`src/rtl/skl_pkg.sv`:
```
// ----------------------------------------------------------------------------
// skl_pkg
// Shared types and constants for the sorted key list: store depth, key width,
// command and status codes, and the structs passed between the cells.
// ----------------------------------------------------------------------------
package skl_pkg;

  localparam int DEPTH   = 16;
  localparam int KEY_W   = 32;
  localparam int CNT_W   = $clog2(DEPTH + 1);
  localparam int COUNT_W = 5;
  localparam int STAT_W  = 2;

  // command codes
  typedef enum logic {
    CMD_INSERT = 1'b0,
    CMD_REMOVE = 1'b1
  } skl_cmd_t;

  // status codes
  localparam logic [STAT_W-1:0] ST_OK        = 2'd0;
  localparam logic [STAT_W-1:0] ST_NOT_FOUND = 2'd1;
  localparam logic [STAT_W-1:0] ST_FULL      = 2'd2;

  // command broadcast to every cell
  typedef struct packed {
    logic                    write;
    skl_cmd_t                op;
    logic signed [KEY_W-1:0] key;
  } skl_bcast_t;

  // flags rippled from a cell to its right neighbor
  typedef struct packed {
    logic after;   // this cell sits at or past the insert position
    logic found;   // a matching key lies at or left of this cell
  } skl_link_t;

endpackage

```
`src/rtl/skl_if.sv`:
```
// ----------------------------------------------------------------------------
// skl_cmd_if / skl_rsp_if
// Valid/ready channels for command words and response words.
// ----------------------------------------------------------------------------
interface skl_cmd_if
  import skl_pkg::*;
  ();
  logic                    valid;
  logic                    ready;
  logic                    command;
  logic signed [KEY_W-1:0] key;

  modport source (output valid, output command, output key, input ready);
  modport sink   (input valid, input command, input key, output ready);
endinterface

interface skl_rsp_if
  import skl_pkg::*;
  ();
  logic               valid;
  logic               ready;
  logic [STAT_W-1:0]  status;
  logic [COUNT_W-1:0] entry_count;

  modport source (output valid, output status, output entry_count, input ready);
  modport sink   (input valid, input status, input entry_count, output ready);
endinterface

```
`src/rtl/sorted_key_list.sv`:
```
// The response word is registered and valid in the cycle after the command is accepted.
// Throughput: one command per cycle while the response is not stalled; every cell compares and shifts in the
// same cycle, limited by the found flag rippling along the row of cells.
// A new command is taken while the previous response is being taken.
// Reset clears the entry count and response valid; key slots are not cleared.
// ----------------------------------------------------------------------------
// sorted_key_list
// Bounded ascending store of signed keys built as a row of cells. Insert
// places a key ahead of equal keys; remove deletes the first equal key.
// ----------------------------------------------------------------------------
module sorted_key_list
  import skl_pkg::*;
(
  input  logic        clk,
  input  logic        rst,
  skl_cmd_if.sink     cmd_in,
  skl_rsp_if.source   rsp_out
);

  logic [CNT_W-1:0]        count;
  logic [CNT_W-1:0]        count_next;
  logic                    accept;
  logic                    full;
  logic                    found;
  skl_cmd_t                op;
  skl_bcast_t              bcast;
  logic [STAT_W-1:0]       status_next;
  logic                    rsp_valid;
  logic [STAT_W-1:0]       rsp_status;
  logic [COUNT_W-1:0]      rsp_count;
  logic signed [KEY_W-1:0] cell_key [DEPTH];
  skl_link_t               cell_link [DEPTH];

  // input handshake
  assign cmd_in.ready = !rsp_valid || rsp_out.ready;
  assign accept       = cmd_in.valid && cmd_in.ready;
  assign op           = skl_cmd_t'(cmd_in.command);
  assign full         = (count == CNT_W'(DEPTH));

  assign bcast.write = accept && ((op == CMD_REMOVE) || !full);
  assign bcast.op    = op;
  assign bcast.key   = cmd_in.key;

  // row of cells
  for (genvar i = 0; i < DEPTH; i++) begin : g_cell
    logic signed [KEY_W-1:0] l_key;
    skl_link_t               l_link;
    logic signed [KEY_W-1:0] r_key;

    if (i == 0) begin : g_first
      assign l_key  = cmd_in.key;
      assign l_link = '{after: 1'b0, found: 1'b0};
    end else begin : g_mid
      assign l_key  = cell_key[i-1];
      assign l_link = cell_link[i-1];
    end
    if (i == DEPTH - 1) begin : g_last
      assign r_key = cell_key[i];
    end else begin : g_inner
      assign r_key = cell_key[i+1];
    end

    skl_cell u_cell (
      .clk       (clk),
      .bcast     (bcast),
      .occupied  (count > CNT_W'(i)),
      .left_key  (l_key),
      .left_link (l_link),
      .right_key (r_key),
      .key       (cell_key[i]),
      .link      (cell_link[i])
    );
  end

  assign found = cell_link[DEPTH-1].found;

  // count and status
  always_comb begin
    count_next  = count;
    status_next = ST_OK;
    case (op)
      CMD_INSERT: begin
        if (full) begin
          status_next = ST_FULL;
        end else begin
          count_next = count + CNT_W'(1);
        end
      end
      CMD_REMOVE: begin
        if (!found) begin
          status_next = ST_NOT_FOUND;
        end else begin
          count_next = count - CNT_W'(1);
        end
      end
      default: count_next = count;
    endcase
  end

  always_ff @(posedge clk) begin
    if (rst) begin
      count     <= '0;
      rsp_valid <= 1'b0;
    end else begin
      if (accept) begin
        count     <= count_next;
        rsp_valid <= 1'b1;
      end else if (rsp_out.ready) begin
        rsp_valid <= 1'b0;
      end
    end
  end

  // response word register
  always_ff @(posedge clk) begin
    if (accept) begin
      rsp_status <= status_next;
      rsp_count  <= COUNT_W'(count_next);
    end
  end

  assign rsp_out.valid       = rsp_valid;
  assign rsp_out.status      = rsp_status;
  assign rsp_out.entry_count = rsp_count;

  // checks
  a_count_bound: assert property (@(posedge clk) disable iff (rst)
    count <= CNT_W'(DEPTH))
    else $error("entry count above depth");

  a_full_reject: assert property (@(posedge clk) disable iff (rst)
    (accept && op == CMD_INSERT && full) |=>
      (rsp_out.valid && rsp_out.status == ST_FULL && $stable(count)))
    else $error("insert into full store not rejected");

  a_empty_remove: assert property (@(posedge clk) disable iff (rst)
    (accept && op == CMD_REMOVE && count == '0) |=>
      (rsp_out.valid && rsp_out.status == ST_NOT_FOUND && count == '0))
    else $error("remove from empty store did not report not found");

  a_insert_grow: assert property (@(posedge clk) disable iff (rst)
    (accept && op == CMD_INSERT && !full) |=>
      (count == $past(count) + CNT_W'(1) && rsp_out.status == ST_OK))
    else $error("insert did not grow the store");

endmodule

```
`src/rtl/skl_cell.sv`:
```
// ----------------------------------------------------------------------------
// skl_cell
// One slot of the sorted store. Compares its key against the command key,
// and on a write either keeps its key, takes the new key, takes the key of
// its left neighbor (insert shift) or of its right neighbor (remove shift).
// ----------------------------------------------------------------------------
module skl_cell
  import skl_pkg::*;
(
  input  logic                    clk,
  input  skl_bcast_t              bcast,
  input  logic                    occupied,
  input  logic signed [KEY_W-1:0] left_key,
  input  skl_link_t               left_link,
  input  logic signed [KEY_W-1:0] right_key,
  output logic signed [KEY_W-1:0] key,
  output skl_link_t               link
);

  logic                    less;
  logic                    eq;
  logic signed [KEY_W-1:0] key_next;

  // compare against the command key
  assign less = occupied && (key < bcast.key);
  assign eq   = occupied && (key == bcast.key);

  assign link.after = !less;
  assign link.found = left_link.found | eq;

  // slot update
  always_comb begin
    key_next = key;
    case (bcast.op)
      CMD_INSERT: begin
        if (left_link.after) begin
          key_next = left_key;
        end else if (!less) begin
          key_next = bcast.key;
        end
      end
      CMD_REMOVE: begin
        if (link.found) begin
          key_next = right_key;
        end
      end
      default: key_next = key;
    endcase
  end

  always_ff @(posedge clk) begin
    if (bcast.write) begin
      key <= key_next;
    end
  end

endmodule
```
`src/flat_wrapper.sv`:
```
// flat-port wrapper written by rule: the top's interface ports become plain ports
module sorted_key_list_flat import skl_pkg::*;
  (clk, rst, cmd_in_valid, cmd_in_command, cmd_in_key, cmd_in_ready, rsp_out_valid, rsp_out_status, rsp_out_entry_count, rsp_out_ready);
  skl_cmd_if cmd_in_i ();
  skl_rsp_if rsp_out_i ();
  input  logic clk;
  input  logic rst;
  input wire logic [$bits(cmd_in_i.valid)-1:0] cmd_in_valid;
  input wire logic [$bits(cmd_in_i.command)-1:0] cmd_in_command;
  input wire logic [$bits(cmd_in_i.key)-1:0] cmd_in_key;
  output wire logic [$bits(cmd_in_i.ready)-1:0] cmd_in_ready;
  output wire logic [$bits(rsp_out_i.valid)-1:0] rsp_out_valid;
  output wire logic [$bits(rsp_out_i.status)-1:0] rsp_out_status;
  output wire logic [$bits(rsp_out_i.entry_count)-1:0] rsp_out_entry_count;
  input wire logic [$bits(rsp_out_i.ready)-1:0] rsp_out_ready;
  assign cmd_in_i.valid = cmd_in_valid;
  assign cmd_in_i.command = cmd_in_command;
  assign cmd_in_i.key = cmd_in_key;
  assign cmd_in_ready = cmd_in_i.ready;
  assign rsp_out_valid = rsp_out_i.valid;
  assign rsp_out_status = rsp_out_i.status;
  assign rsp_out_entry_count = rsp_out_i.entry_count;
  assign rsp_out_i.ready = rsp_out_ready;
  sorted_key_list u_core (.clk(clk), .rst(rst), .cmd_in(cmd_in_i), .rsp_out(rsp_out_i));
endmodule
```
`config.mk`:
```
export PLATFORM = sky130hd
export DESIGN_NAME = sorted_key_list_flat
export DESIGN_NICKNAME = d
export VERILOG_FILES = /design/src/rtl/skl_pkg.sv /design/src/rtl/skl_if.sv /design/src/rtl/sorted_key_list.sv /design/src/rtl/skl_cell.sv /design/src/flat_wrapper.sv
export SDC_FILE = /design/constraint.sdc
export NUM_CORES = 2
export LEC_CHECK = 0
export BUFFER_PORTS_ARGS = -buffer_cell sky130_fd_sc_hd__buf_2
export CAP_MARGIN = 15
export CORE_UTILIZATION = 45
export CTS_CLUSTER_DIAMETER = 150
export DETAILED_ROUTE_END_ITERATION = 16
export GPL_ROUTABILITY_DRIVEN = 0
export MAX_ROUTING_LAYER = met4
export PLACE_DENSITY = 0.69
export RECOVER_POWER = 50
export REMOVE_ABC_BUFFERS = 1
export SYNTH_ARGS = -nofsm -noshare
export SYNTH_HDL_FRONTEND = slang
export SYNTH_SLANG_ARGS = --single-unit
```
`constraint.sdc`:
```
create_clock -name clk -period 10.15 [get_ports clk]
set_input_delay 1.015 -clock clk [delete_from_list [all_inputs] [get_ports clk]]
set_output_delay 1.015 -clock clk [all_outputs]
set_load 0.1 [all_outputs]
```
After elaboration in Yosys (flattened, before gate mapping)
Index checks and enable logic that the tools add are counted.
{"block": "word_totals", "regBits": 525, "in_bits": 37, "wordCells": 243}
{"block": "op_classes", "add_sub_neg": 2, "n_lt_le_gt_ge": 32, "eq_ne": 48, "mux": 70, "bitwise": 16, "reduce_logical": 55}
{"cell": "$mux 32", "count": 47}
{"cell": "$pmux 32 s2", "count": 15}
{"cell": "$eq 32x32->1", "count": 16}
{"cell": "$lt 32x32->1", "count": 16}
{"cell": "$reduce_and 3->1", "count": 16}
{"cell": "$ne 3x3->1 const B", "count": 15}
{"cell": "$gt 5x4->1 const B", "count": 8}
{"cell": "$logic_and 1x1->1", "count": 34}
{"cell": "$ne 2x1->1 const B", "count": 15}
{"cell": "$gt 5x3->1 const B", "count": 4}
{"cell": "$or 1x1->1", "count": 15}
{"cell": "$gt 5x1->1 const B", "count": 2}
{"cell": "$gt 5x2->1 const B", "count": 2}
{"cell": "$mux 5", "count": 2}
{"cell": "$pmux 5 s2", "count": 1}
{"cell": "$add 5x1->5 const B", "count": 1}
{"cell": "$eq 5x5->1 const B", "count": 1}
{"cell": "$sub 5x1->5 const B", "count": 1}
{"cell": "$pmux 2 s2", "count": 1}
{"cell": "$mux 1", "count": 3}
{"cell": "$logic_not 1->1", "count": 2}
{"cell": "$logic_or 1x1->1", "count": 2}
{"cell": "$mux 2", "count": 1}
{"cell": "$ne 2x2->1 const B", "count": 1}
{"cell": "2 further kinds", "count": 2}

Longest topological paths before layout
{"block": "depth", "word_depth": 19, "ltp_mapped": 13, "mapped_depth_nobuf": 10}

By module
A second synthesis with hierarchy kept.
{"block": "unflattened", "cells_unflattened": 4363, "hier_area_um2": 41345.9}
{"module": "skl_cell at u_core.g_cell[0].u_cell ...", "instances": 15, "cells_each": 266, "area_per_inst_um2": 2528.7, "seq_area_each_um2": 960.9}
{"module": "skl_cell at u_core.g_cell[15].u_cell", "instances": 1, "cells_each": 266, "area_per_inst_um2": 2492.4, "seq_area_each_um2": 960.9}
{"module": "sorted_key_list", "instances": 1, "cells_each": 107, "area_per_inst_um2": 923.4, "seq_area_each_um2": 330.3}

Least setup slack after synthesis
OpenSTA, ideal clock, no wires.
{"block": "synth_path", "path_kind": "input to register", "startpoint": "input port cmd_in_key[19]", "endpoint": "register u_core.g_cell[12].u_cell.key[0], enable pin", "setup_time_ps": 470, "t_arrival_ps": 6143, "required_time_ps": 9680, "slack_ps": 3537, "cell_stages": 11, "n_path_buf": 1, "cell_sequence": "inv_1 ha_1 a2111oi_2 o21ai_1 a31o_1 a21o_1 a211o_1 o31ai_1 clkbuf_1 a21oi_1 a211oi_1"}
{"block": "synth_via", "elab_chain_cells": 16, "elab_cells_between_ends": 45}
{"element": "from (decl)", "line": "flat_wrapper.sv:10", "text": "input wire logic [$bits(cmd_in_i.key)-1:0] cmd_in_key;"}
{"element": "$eq 32x32->1", "line": "skl_cell.sv:26", "text": "assign eq = occupied && (key == bcast.key);"}
{"element": "$logic_and 1x1->1", "line": "skl_cell.sv:26"}
{"element": "$or 1x1->1 (12 in series)", "line": "skl_cell.sv:29", "text": "assign link.found = left_link.found | eq;"}
{"element": "$ne 2x1->1 (no line)"}
{"element": "$reduce_and 3->1 (no line) (*)"}
{"element": "to (signal assigned)", "line": "skl_cell.sv:53", "text": "key <= key_next;"}
{"element": "to (decl)", "line": "skl_cell.sv:16", "text": "output logic signed [KEY_W-1:0] key,"}
Every way passes the cells marked *; elsewhere a longest branch is shown, timed or not.
A chain may end at the register's enable or synchronous reset.

Worst setup path after layout
{"block": "layout_path", "startpoint": "input port cmd_in_key[26]", "endpoint": "register u_core.g_cell[14].u_cell.key[16], enable pin"}
{"block": "layout_via", "elab_chain_cells": 18, "elab_cells_between_ends": 51}
{"element": "$eq 32x32->1", "line": "skl_cell.sv:26"}
{"element": "$logic_and 1x1->1", "line": "skl_cell.sv:26"}
{"element": "$or 1x1->1 (14 in series)", "line": "skl_cell.sv:29"}
{"element": "$ne 2x1->1 (no line)"}
{"element": "$reduce_and 3->1 (no line) (*)"}
{"element": "to (signal assigned)", "line": "skl_cell.sv:53"}
{"element": "to (decl)", "line": "skl_cell.sv:16"}
Marks and branches as above.

==> results.tsv <==
metric	value	unit
result of the run	complete, but fails checks	
failing checks	capacitance limit, slew limit	
Area Overhead vs Synth	8.755	%
Period Utilization, post-route	81.08	%
Std-Cell Core Area	85550	sq um
Syn. warnings	0	
register area share after synthesis	40.20	%
GR Layer Usage met2	52.36	%
Netlist cell types	65	
first-pass GRT wire length	226600	microns
Total Die Area	88010	sq um
final routed DRC violation total	0	
cell occurring most often along the worst timing path	clkbuf_1	
Post-synth top flop	edfxtp_1	
Hold/Removal Path Class	reg2reg	
final routed wire length divided by cell count	31.14	microns
clock latency reported for the late side of the worst-skew pair	0.69	ns
ys async rst share	0	%
pin count of the biggest net entering global routing	93	
number of cells on the critical path	13	
worst slew margin relative to its limit	-170.4	%
total of endpoints with negative setup slack in the final report	0	
Static Leak	0.01657	uW
pwr/cell area	143.3	nW/um^2
Max rail drop VDD	135.6	uV
data required time of the critical path	10.52	ns
number of cells traversed by the worst register-to-register path	11	
most crowded layer after global routing	met2	
Crit Path Category	in2reg	
cts bufs inserted	61	
CP Buf/Inv Count	5	
highest fanout seen on the critical path	18	
share of final-layout standard cells stronger than drive strength 1	6.844	%
critical path startpoint category	primary input	
number of antenna violations at the first check in global routing	6	
max-slew violation count	407	
port bufs	45	
Post-CTS Hold Fix Bufs	0	
Arrival @ worst endpoint	8.60	ns
remaining number of nets flagged by the antenna check after routing	0	
die span in x	296.7	microns
crit path max-delay cell type	mux2i_1	
Critical Path Max Stage Delay	2.33	ns
Final nets	4424	
number of storage elements in the synthesis netlist	525	
Worst Skew	0.05201	ns
syn avg cell area	9.896	sq um
number of global-route vias before repair	33700	
clock period minus final worst setup slack	8.230	ns
maximum achievable frequency	121.5	MHz
final core utilization	49.67	%
worst setup timing slack at the placement stage	3.543	ns
transition time of the tightest slew-check pin	4.056	ns
number of detailed-route iterations in the first pass	8	
total congestion overflow after global routing	0	
clock slew at the register clock pins of the worst setup and hold paths	0.06	ns
clock tree sinks	525	
Die H	296.7	microns
via-per-instance ratio	7.114	
gate count after technology mapping	3948	
std cell rows	107	
Crit. End Element	flop	
half-perimeter wire length after detailed placement	108600	microns
Initial DRC Count	5380	
vias after detailed routing	36040	
Maximum Capacitance Violations	10	
total wire length	157700	microns
final hold viol count	0	
Ports	46	
Post-synth EDFFs	519	
Max Buffers Root-to-Sink	3	
post-CTS resize count	0	
final worst hold slack	0.5260	ns
number of instances on the worst hold path	2	
overall fraction of global-route tracks in use	36.30	%
clock tree from TritonCTS	built	
H-tree Lvls	2	
met3 Track Usage GR	11.13	%
Initial Utilization	45.67	%
Cell Chain, Critical Path	clkbuf_1, inv_1, ha_1, nand4_1, or2_2, nor4_1, clkbuf_1, o32a_1, mux2i_1, clkbuf_1, and2_1, a221oi_4, buf_4	
setup slack after layout	1.920	ns
total power draw	6089	uW
met1 routing resource usage after global routing	43.65	%
cell class contributing the biggest share of worst-path delay	buffers and inverters	
Post-CTS Setup Inserts	0	
setup repair after global routing missed its margin	no	
Mapped Area	39070	sq um
root buffer cell	clkbuf_16	
-- sequential cells by signal, summed over array words and instances (netlist names) --
name / cells
u_core.rsp_out.entry_count: 5
u_core.count: 5
u_core.rsp_out.status: 2
u_core.rsp_out.valid: 1
u_core.g_cell.u_cell.key: 512
-- Yosys cell counts, types with 40 or more instances --
master | count | share of area (%)
edfxtp_1 | 519 | 40
ha_1 | 517 | 17
nand2_1 | 486 | 4.7
a21oi_1 | 236 | 3.0
clkbuf_1 | 235 | 2.3
o211ai_1 | 208 | 4.0
o21ai_0 | 198 | 2.5
nand4_1 | 196 | 3.1
nand3_1 | 179 | 2.3
nor2b_1 | 154 | 2.5
nor2_1 | 109 | 1.0
a21o_1 | 99 | 1.9
mux2i_1 | 99 | 2.5
a221o_1 | 97 | 2.5
inv_1 | 86 | 0.83
a211o_1 | 46 | 1.0
a31oi_1 | 42 | 0.67
nor3_1 | 40 | 0.51
-- worst register-to-register path, delay by kind of cell (launching register included) --
family / cells / cell delay (ns)
simple gates: 4 / 1.17
fa+ha+maj: 1 / 0.44
mux: 1 / 2.33
buf+inv: 3 / 2.18
flops: 1 / 0.45
compound gates: 2 / 0.51
-- metal layers --
metal  vias up  share of wire [%]
li1      15330                  -
met4         0                8.0
met1     17190                 36
met2      2787                 42
met3       738                 13
met5         -                  0
-- cells by family after synthesis --
family          share of synthesized area [%]
buf+inv                                 3.446
fa+ha+maj                               16.56
flops                                   40.20
simple gates                            16.41
mux                                     3.580
compound gates                          19.77
xor+xnor                              0.04484
-- layout make-up --
type,instances,area (sq um)
clock inverters,36,412.9
multi-input cells,3075,22280
clock buffers,73,1572
inverters,87,327.8
flip-flops and latches,525,15710
well taps,1144,1431
repair buffers,120,747.0
diodes,6,15.01
fillers,7762,43060
-- cell usage in the layout (no fill, tap or decap), drive strengths merged, types with 9 or more instances in the layout --
cell type,instances
a2111oi,10
a211o,46
a211oi,23
a21o,99
a21oi,236
a221o,97
a22oi,33
a31oi,42
and2,15
and3,15
buf,99
bufinv,9
clkbuf,94
clkinv,21
edfxtp,519
ha,517
inv,88
mux2,35
mux2i,100
nand2,486
nand2b,17
nand3,179
nand4,196
nor2,109
nor2b,154
nor3,40
nor4,19
o2111ai,35
o211ai,208
o21a,24
o21ai,200
o221ai,13
o31ai,9
or3,36
-- final timing paths --
check / start / end / slack, ns
worst max-delay path: cmd_in_key[26] / u_core.g_cell[14].u_cell.key[16] / 1.92
worst min-delay path: u_core.rsp_out.valid / u_core.rsp_out.valid / 0.53
worst max register to register: u_core.g_cell[13].u_cell.key[31] / u_core.g_cell[14].u_cell.key[16] / 2.74
worst min register to register: u_core.rsp_out.valid / u_core.rsp_out.valid / 0.53
-- metrics by stage --
| stage | TNS (ns) | instance area, sq um | std cells |
|---|---|---|---|
| floorplan | -7.297 | 38050 | 3687 |
| global placement | 0 | 40620 | 4950 |
| detailed placement | 0 | 40620 | 4950 |
| CTS | 0 | 42600 | 5059 |
| global route | 0 | 42490 | 5065 |
| finish | 0 | 42490 | 5066 |
-- report_power, final --
part	switching [uW]	internal, uW	total [uW]
Sequential	126	2540	2670
Combinational	749	370	1120
Clock	982	1320	2300
Total	1860	4230	6090
No activity file was read; power rests on OpenSTA's default activity.
